## src/sv/hcbd_pkg.sv

```systemverilog
// Types, character codes and helpers for the chunked body decoder.
// No dependencies; used by the line parser, the core and the checker.
package hcbd_pkg;

  typedef enum logic [2:0] {
    KIND_PAYLOAD   = 3'd0,
    KIND_DONE      = 3'd1,
    KIND_MALFORMED = 3'd2,
    KIND_TRAILER   = 3'd3,
    KIND_AFTER     = 3'd4
  } kind_e;

  // Progress through a size line.
  typedef enum logic [2:0] {
    LINE_BLANK  = 3'd0,
    LINE_ZERO   = 3'd1,
    LINE_DIGITS = 3'd2,
    LINE_IGN    = 3'd3,
    LINE_IGN_CR = 3'd4,
    LINE_BAD    = 3'd5,
    LINE_BAD_CR = 3'd6
  } line_e;

  localparam logic [7:0] CHAR_CR      = 8'h0D;
  localparam logic [7:0] CHAR_LF      = 8'h0A;
  localparam logic [7:0] CHAR_SP      = 8'h20;
  localparam logic [7:0] CHAR_TAB     = 8'h09;
  localparam logic [7:0] CHAR_VT      = 8'h0B;
  localparam logic [7:0] CHAR_FF      = 8'h0C;
  localparam logic [7:0] CHAR_LOWER_X = 8'h78;
  localparam logic [7:0] CHAR_UPPER_X = 8'h58;

  // Parser verdict on one size-line byte.
  typedef struct packed {
    line_e line_next;
    logic  digit_seen_next;
    logic  line_done;
    logic  malformed;
  } line_res_t;

  // Bit 4 flags a hex digit, bits 3:0 give its value.
  function automatic logic [4:0] hex_decode(input logic [7:0] c);
    logic [4:0] r;
    r = '0;
    if (c >= 8'h30 && c <= 8'h39) begin
      r = {1'b1, 4'(c - 8'h30)};
    end else if (c >= 8'h61 && c <= 8'h66) begin
      r = {1'b1, 4'(c - 8'h57)};
    end else if (c >= 8'h41 && c <= 8'h46) begin
      r = {1'b1, 4'(c - 8'h37)};
    end
    return r;
  endfunction

endpackage

```

## src/sv/hcbd_line_parser.sv

```systemverilog
// Combinational step of the chunk-size line parser: hex accumulate, prefix
// and blank skipping, CR LF detection. Depends on hcbd_pkg.
module hcbd_line_parser #(
  parameter int LENGTH_WIDTH = 32
) (
  input  logic [7:0]              data_i,
  input  hcbd_pkg::line_e         line_i,
  input  logic                    digit_seen_i,
  input  logic [LENGTH_WIDTH-1:0] len_i,
  output logic [LENGTH_WIDTH-1:0] len_o,
  output hcbd_pkg::line_res_t     res_o
);

  logic       ignoring;
  logic       bad;
  logic       after_cr;
  logic       blank;
  logic [4:0] hex;
  logic       overflow;

  assign ignoring = (line_i == hcbd_pkg::LINE_IGN)    || (line_i == hcbd_pkg::LINE_IGN_CR) ||
                    (line_i == hcbd_pkg::LINE_BAD)    || (line_i == hcbd_pkg::LINE_BAD_CR);
  assign bad      = (line_i == hcbd_pkg::LINE_BAD)    || (line_i == hcbd_pkg::LINE_BAD_CR);
  assign after_cr = (line_i == hcbd_pkg::LINE_IGN_CR) || (line_i == hcbd_pkg::LINE_BAD_CR);
  assign blank    = (data_i == hcbd_pkg::CHAR_SP) || (data_i == hcbd_pkg::CHAR_TAB) ||
                    (data_i == hcbd_pkg::CHAR_VT) || (data_i == hcbd_pkg::CHAR_FF);
  assign hex      = hcbd_pkg::hex_decode(data_i);
  assign overflow = (len_i[LENGTH_WIDTH-1 -: 4] != 4'd0);

  always_comb begin
    len_o                 = len_i;
    res_o.line_next       = line_i;
    res_o.digit_seen_next = digit_seen_i;
    res_o.line_done       = 1'b0;
    res_o.malformed       = 1'b0;
    priority if (ignoring) begin
      if (data_i == hcbd_pkg::CHAR_LF && after_cr) begin
        res_o.line_next = hcbd_pkg::LINE_BLANK;
        if (bad || !digit_seen_i) begin
          res_o.malformed = 1'b1;
        end else begin
          res_o.line_done = 1'b1;
        end
      end else if (data_i == hcbd_pkg::CHAR_CR) begin
        res_o.line_next = bad ? hcbd_pkg::LINE_BAD_CR : hcbd_pkg::LINE_IGN_CR;
      end else begin
        res_o.line_next = bad ? hcbd_pkg::LINE_BAD : hcbd_pkg::LINE_IGN;
      end
    end else if (data_i == hcbd_pkg::CHAR_CR) begin
      res_o.line_next = hcbd_pkg::LINE_IGN_CR;
    end else if (line_i == hcbd_pkg::LINE_BLANK && blank) begin
      res_o.line_next = line_i;
    end else if (line_i == hcbd_pkg::LINE_ZERO &&
                 (data_i == hcbd_pkg::CHAR_LOWER_X || data_i == hcbd_pkg::CHAR_UPPER_X)) begin
      res_o.line_next = hcbd_pkg::LINE_DIGITS;
    end else if (!hex[4]) begin
      res_o.line_next = hcbd_pkg::LINE_IGN;
    end else if (overflow) begin
      res_o.line_next = hcbd_pkg::LINE_BAD;
    end else begin
      len_o = {len_i[LENGTH_WIDTH-5:0], hex[3:0]};
      // a single leading zero may open an 0x prefix
      res_o.line_next = (line_i == hcbd_pkg::LINE_BLANK && hex[3:0] == 4'd0 && !digit_seen_i)
                        ? hcbd_pkg::LINE_ZERO : hcbd_pkg::LINE_DIGITS;
      res_o.digit_seen_next = 1'b1;
    end
  end

endmodule

```

## src/sv/http_chunked_body_decoder_core.sv

```systemverilog
// Decodes an HTTP chunked body one byte per item: size lines, payload
// pass-through, chunk trailers. Throughput is one byte per clock cycle while
// the result is not stalled; a byte goes from the input register through one
// state-update step (hex shift-accumulate or a LENGTH_WIDTH-bit decrement)
// into the result register. A stalled result holds the input register and
// stalls the input.
// Depends on hcbd_pkg and hcbd_line_parser.
module http_chunked_body_decoder_core #(
  parameter int LENGTH_WIDTH = 32
) (
  input  logic                  clk_i,
  input  logic                  rst_ni,
  input  logic                  in_valid_i,
  output logic                  in_stall_o,
  input  logic [7:0]            data_byte_i,
  output logic                  out_valid_o,
  input  logic                  out_stall_i,
  output logic [2:0]            kind_o,
  output logic [7:0]            payload_o
);

  typedef enum logic [2:0] {
    PH_SIZE,
    PH_DATA,
    PH_TRAIL,
    PH_LAST,
    PH_ENDED,
    PH_HALT
  } phase_e;

  logic                    in_valid_q;
  logic [7:0]              in_data_q;
  phase_e                  phase_q, phase_d;
  logic [LENGTH_WIDTH-1:0] len_q, len_d;
  hcbd_pkg::line_e         line_q, line_d;
  logic                    digit_seen_q, digit_seen_d;
  logic                    trail_pos_q, trail_pos_d;
  logic                    trail_ok_q, trail_ok_d;
  logic                    out_valid_q, out_valid_d;
  hcbd_pkg::kind_e         kind_q, kind_d;
  logic [7:0]              payload_q, payload_d;

  logic                    advance;
  logic                    emit;
  logic [LENGTH_WIDTH-1:0] parse_len;
  hcbd_pkg::line_res_t     parse_res;
  logic [LENGTH_WIDTH-1:0] len_dec;

  assign advance    = !out_valid_q || !out_stall_i;
  // the input register only loads when the pipeline advances
  assign in_stall_o = !advance;
  assign len_dec    = len_q - LENGTH_WIDTH'(1);

  hcbd_line_parser #(
    .LENGTH_WIDTH(LENGTH_WIDTH)
  ) u_parser (
    .data_i       (in_data_q),
    .line_i       (line_q),
    .digit_seen_i (digit_seen_q),
    .len_i        (len_q),
    .len_o        (parse_len),
    .res_o        (parse_res)
  );

  always_comb begin
    phase_d      = phase_q;
    len_d        = len_q;
    line_d       = line_q;
    digit_seen_d = digit_seen_q;
    trail_pos_d  = trail_pos_q;
    trail_ok_d   = trail_ok_q;
    emit         = 1'b0;
    kind_d       = hcbd_pkg::KIND_PAYLOAD;
    payload_d    = 8'd0;
    unique case (phase_q)
      PH_SIZE: begin
        line_d       = parse_res.line_next;
        digit_seen_d = parse_res.digit_seen_next;
        len_d        = parse_len;
        if (parse_res.malformed) begin
          phase_d = PH_HALT;
          emit    = 1'b1;
          kind_d  = hcbd_pkg::KIND_MALFORMED;
        end else if (parse_res.line_done) begin
          phase_d     = (len_q == '0) ? PH_LAST : PH_DATA;
          trail_pos_d = 1'b0;
          trail_ok_d  = 1'b0;
        end
      end
      PH_DATA: begin
        len_d     = len_dec;
        emit      = 1'b1;
        payload_d = in_data_q;
        if (len_dec == '0) begin
          phase_d     = PH_TRAIL;
          trail_pos_d = 1'b0;
          trail_ok_d  = 1'b0;
        end
      end
      PH_TRAIL, PH_LAST: begin
        if (!trail_pos_q) begin
          trail_ok_d  = (in_data_q == hcbd_pkg::CHAR_CR);
          trail_pos_d = 1'b1;
        end else begin
          trail_pos_d = 1'b0;
          if (phase_q == PH_LAST) begin
            phase_d = PH_ENDED;
            emit    = 1'b1;
            kind_d  = hcbd_pkg::KIND_DONE;
          end else begin
            // start the next size line
            phase_d      = PH_SIZE;
            len_d        = '0;
            line_d       = hcbd_pkg::LINE_BLANK;
            digit_seen_d = 1'b0;
            if (!(trail_ok_q && in_data_q == hcbd_pkg::CHAR_LF)) begin
              emit   = 1'b1;
              kind_d = hcbd_pkg::KIND_TRAILER;
            end
          end
        end
      end
      PH_ENDED: begin
        emit   = 1'b1;
        kind_d = hcbd_pkg::KIND_AFTER;
      end
      PH_HALT: begin
        emit = 1'b0;
      end
      default: begin
        phase_d = PH_HALT;
      end
    endcase
    out_valid_d = in_valid_q && emit;
  end

  always_ff @(posedge clk_i or negedge rst_ni) begin
    if (!rst_ni) begin
      in_valid_q   <= 1'b0;
      out_valid_q  <= 1'b0;
      phase_q      <= PH_SIZE;
      len_q        <= '0;
      line_q       <= hcbd_pkg::LINE_BLANK;
      digit_seen_q <= 1'b0;
      trail_pos_q  <= 1'b0;
      trail_ok_q   <= 1'b0;
    end else if (advance) begin
      in_valid_q  <= in_valid_i;
      out_valid_q <= out_valid_d;
      if (in_valid_q) begin
        phase_q      <= phase_d;
        len_q        <= len_d;
        line_q       <= line_d;
        digit_seen_q <= digit_seen_d;
        trail_pos_q  <= trail_pos_d;
        trail_ok_q   <= trail_ok_d;
      end
    end
  end

  // payload registers: no reset
  always_ff @(posedge clk_i) begin
    if (advance) begin
      in_data_q <= data_byte_i;
      if (out_valid_d) begin
        kind_q    <= kind_d;
        payload_q <= payload_d;
      end
    end
  end

  assign out_valid_o = out_valid_q;
  assign kind_o      = kind_q;
  assign payload_o   = payload_q;

endmodule

```

## config.mk

```make
export PLATFORM = sky130hd
export DESIGN_NAME = http_chunked_body_decoder_core
export DESIGN_NICKNAME = d
export VERILOG_FILES = /design/src/sv/hcbd_pkg.sv /design/src/sv/hcbd_line_parser.sv /design/src/sv/http_chunked_body_decoder_core.sv
export SDC_FILE = /design/constraint.sdc
export NUM_CORES = 1
export LEC_CHECK = 0
export BUFFER_PORTS_ARGS = -buffer_cell sky130_fd_sc_hd__buf_4
export CORE_ASPECT_RATIO = 1.75
export CORE_UTILIZATION = 55
export DETAILED_ROUTE_END_ITERATION = 12
export PLACE_DENSITY_LB_ADDON = 0.12
export SLEW_MARGIN = 10
export SYNTH_ARGS = -nofsm -noshare
export SYNTH_HDL_FRONTEND = slang
export SYNTH_SLANG_ARGS = --single-unit
```

## constraint.sdc

```tcl
create_clock -name clk_i -period 5.9 [get_ports clk_i]
set_input_delay 0.59 -clock clk_i [delete_from_list [all_inputs] [get_ports clk_i]]
set_output_delay 0.59 -clock clk_i [all_outputs]
set_load 0.02 [all_outputs]
```

==> metrics.csv <==
metric,value,unit
vias in the first global route,3816,
Hold Crit Class,in -> async,
final setup violating endpoints,0,
syn_area_per_cell,8.77,sq um
crit-path cells,"inv_1, ha_1, nor4b_4, nand4_1, a2111oi_2, o2111ai_1, nor4_4, o21bai_1, a22o_1",
clk sinks,62,
crit-path leading delay family,simple AND/OR/NAND/NOR gates,
Max Clk Rate,293,MHz
PortBufs,24,
Worst EP required,6130,ps
initial core utilization,57.6,%
status,finished clean,
post-synthesis cell count,478,
post-route ant nets,0,
Max Buffers Root-to-Sink,2,
DR vias/cell,6.76,
"Cell Area, Synth",4190,sq um
WP buf/inv,1,
# Post-CTS Setup Buffers,0,
Main synth FF type,dfrtp_1,
post_cts resized,0,
Post-route DRC,0,
DP HPWL,7.94,mm
all-layer global routing usage,31.3,%
Slew HR,31.3,%
Ports,25,
final hold vios,0,
critical path startpoint category,flop,
largest net degree at the start of global routing,56,
GRT overflow,0,
Synth warnings,0,
wire length per cell,19.6,um
htree depth,3,
Setup Skew,5.50,ps
post-layout min period,3420,ps
vias,3893,
synthesized flop and latch total,62,
Worst-Skew Late Latency,340,ps
critical path's slowest cell,nor4b_4,
TritonCTS clock tree,yes,
arrival time worst endpoint,3650,ps
max-cap viol count,0,
CP Max Fanout,13,
die width,68.0,um
kind of critical path,reg -> reg,
initial antenna violation count,0,
Post-Syn Nets,498,
Max rail drop VDD,371,uV
Synth-to-Final Area Change,11.3,%
Leakage,1.77,nW
Post-synth EDFFs,19,
Clock Tree Root,clkbuf_16,
"FFs w/ async S/R, synth",69.4,%
final period utilization,57.9,%
"slowest stage delay, CP",540,ps
drt initial violations,328,
Max Transition Viols Final,0,
GP Congestion,0.903,
RSZ-0062 raised after global routing,no,
number of buffers created by CTS,9,
layout cells sized above 1,13.1,%
dpl ws,2580,ps
fin util,64.1,%
setup TNS,0,ps
register area share after synthesis,39.3,%
number of diodes,0,
Slew @ Worst Pin,1030,ps
Final Net Count,505,
Final Power,0.00285,W
TritonRoute pass-1 iters,5,
Die ar.,7990,sq um
FP Rows,41,
Worst R2R Setup Slack,2480,ps
final worst-path setup slack,2480,ps
Worst-path clk slew,60,ps
Die Height,118,um
Placed Area,4350,sq um
Cell Pwr Density,610,nW/um^2
first-pass GRT wire length,18.8,mm
hold_buf cts,0,
synth unique cells,73,
crit end category,flop,
Detailed Route WL,11.3,mm
cell area after layout,4670,sq um
total core area,7280,sq um
## state kept, by name (all words and copies together), names as in the netlist
name          cells
in_data_q         8
line_q            3
trail_pos_q       1
digit_seen_q      1
kind_o            3
in_valid_q        1
payload_o         8
trail_ok_q        1
len_q            32
phase_q           3
out_valid_o       1
## power breakdown
group / internal, W / leakage, nW / switching [W]
logic: 0.000494 / 0.863 / 0.000884
clock network: 0.000371 / 0.152 / 0.000205
registers: 0.000619 / 0.751 / 0.000274
total: 0.00148 / 1.77 / 0.00136
## cell usage after synthesis (3+ instances only)
cell type / number / share of area (%)
a21o_1: 3 / 0.54
a21oi_1: 40 / 4.8
a22oi_1: 17 / 3.0
a31oi_1: 4 / 0.60
a32oi_1: 6 / 1.3
and2_1: 9 / 1.3
and3_1: 4 / 0.60
buf_2: 7 / 0.84
buf_6: 5 / 1.3
clkbuf_1: 18 / 1.6
dfrtp_1: 43 / 26
edfxtp_1: 19 / 14
ha_1: 8 / 2.4
inv_1: 13 / 1.2
nand2_1: 31 / 2.8
nand2b_1: 6 / 0.90
nand3_1: 9 / 1.1
nand4_1: 9 / 1.3
nor2_1: 48 / 4.3
nor3_1: 23 / 2.7
nor3b_1: 4 / 0.72
nor4_1: 9 / 1.3
nor4b_1: 4 / 0.84
o21ai_0: 42 / 5.0
o21ai_1: 20 / 2.4
o22ai_1: 5 / 0.75
o2bb2ai_1: 5 / 1.0
o31ai_1: 4 / 0.72
or3_1: 4 / 0.60
## logic make-up after synthesis
logic type | synth area share (%)
simple gates | 24.6
compound gates | 27.6
flops | 39.3
buf+inv | 5.07
fa+ha+maj | 2.39
xor+xnor | 0.627
mux | 0.507
## per-stage QoR
stage | instances | hold WS (ps)
floorplan | 478 | 294
global placement | 560 | 493
detailed placement | 560 | 499
CTS | 576 | 263
global route | 576 | 297
finish | 576 | 246
## cell usage in the layout (no fill, tap or decap), types with 8 or more instances in the layout
cell type | Yosys | routed
nor2_1 | 48 | 48
dfrtp_1 | 43 | 43
o21ai_0 | 42 | 42
a21oi_1 | 40 | 40
nand2_1 | 31 | 31
buf_4 | 0 | 27
nor3_1 | 23 | 23
o21ai_1 | 20 | 20
edfxtp_1 | 19 | 19
a22oi_1 | 17 | 17
inv_1 | 13 | 13
nand4_1 | 9 | 9
nand3_1 | 9 | 9
and2_1 | 9 | 9
nor4_1 | 9 | 9
clkbuf_16 | 0 | 9
ha_1 | 8 | 8
## area by class of cell
type,count,area [sq um]
inverters,13,48.8
multi-input cells,372,2340
clock inverters,7,97.6
fillers,641,2620
flip-flops and latches,62,1650
repair buffers,27,203
well taps,86,108
clock buffers,9,225
## routing by layer
metal  vias up  wire length (um)  GRT usage [%]
met4         0               524           16.5
met1      1879              4200           33.5
met5         -                 0              0
met2       135              6100           53.9
li1       1833                 -              -
met3        46               448           7.17
## worst paths after layout
check                                          to                    from  depth (start not counted)
max                        trail_ok_q$_DFFE_PN0P_    len_q[1]$_DFFE_PN0P_                          9
min                         len_q[11]$_DFFE_PN0P_                  rst_ni                          1
max reg2reg                trail_ok_q$_DFFE_PN0P_    len_q[1]$_DFFE_PN0P_                          9
min reg2reg                in_valid_q$_DFFE_PN0N_  in_valid_q$_DFFE_PN0N_                          1
max in group asynchronous   len_q[26]$_DFFE_PN0P_                  rst_ni                          1
min in group clk_i         in_data_q[1]$_DFFE_PN_          data_byte_i[1]                          1
(Power assumes the default switching activity.)
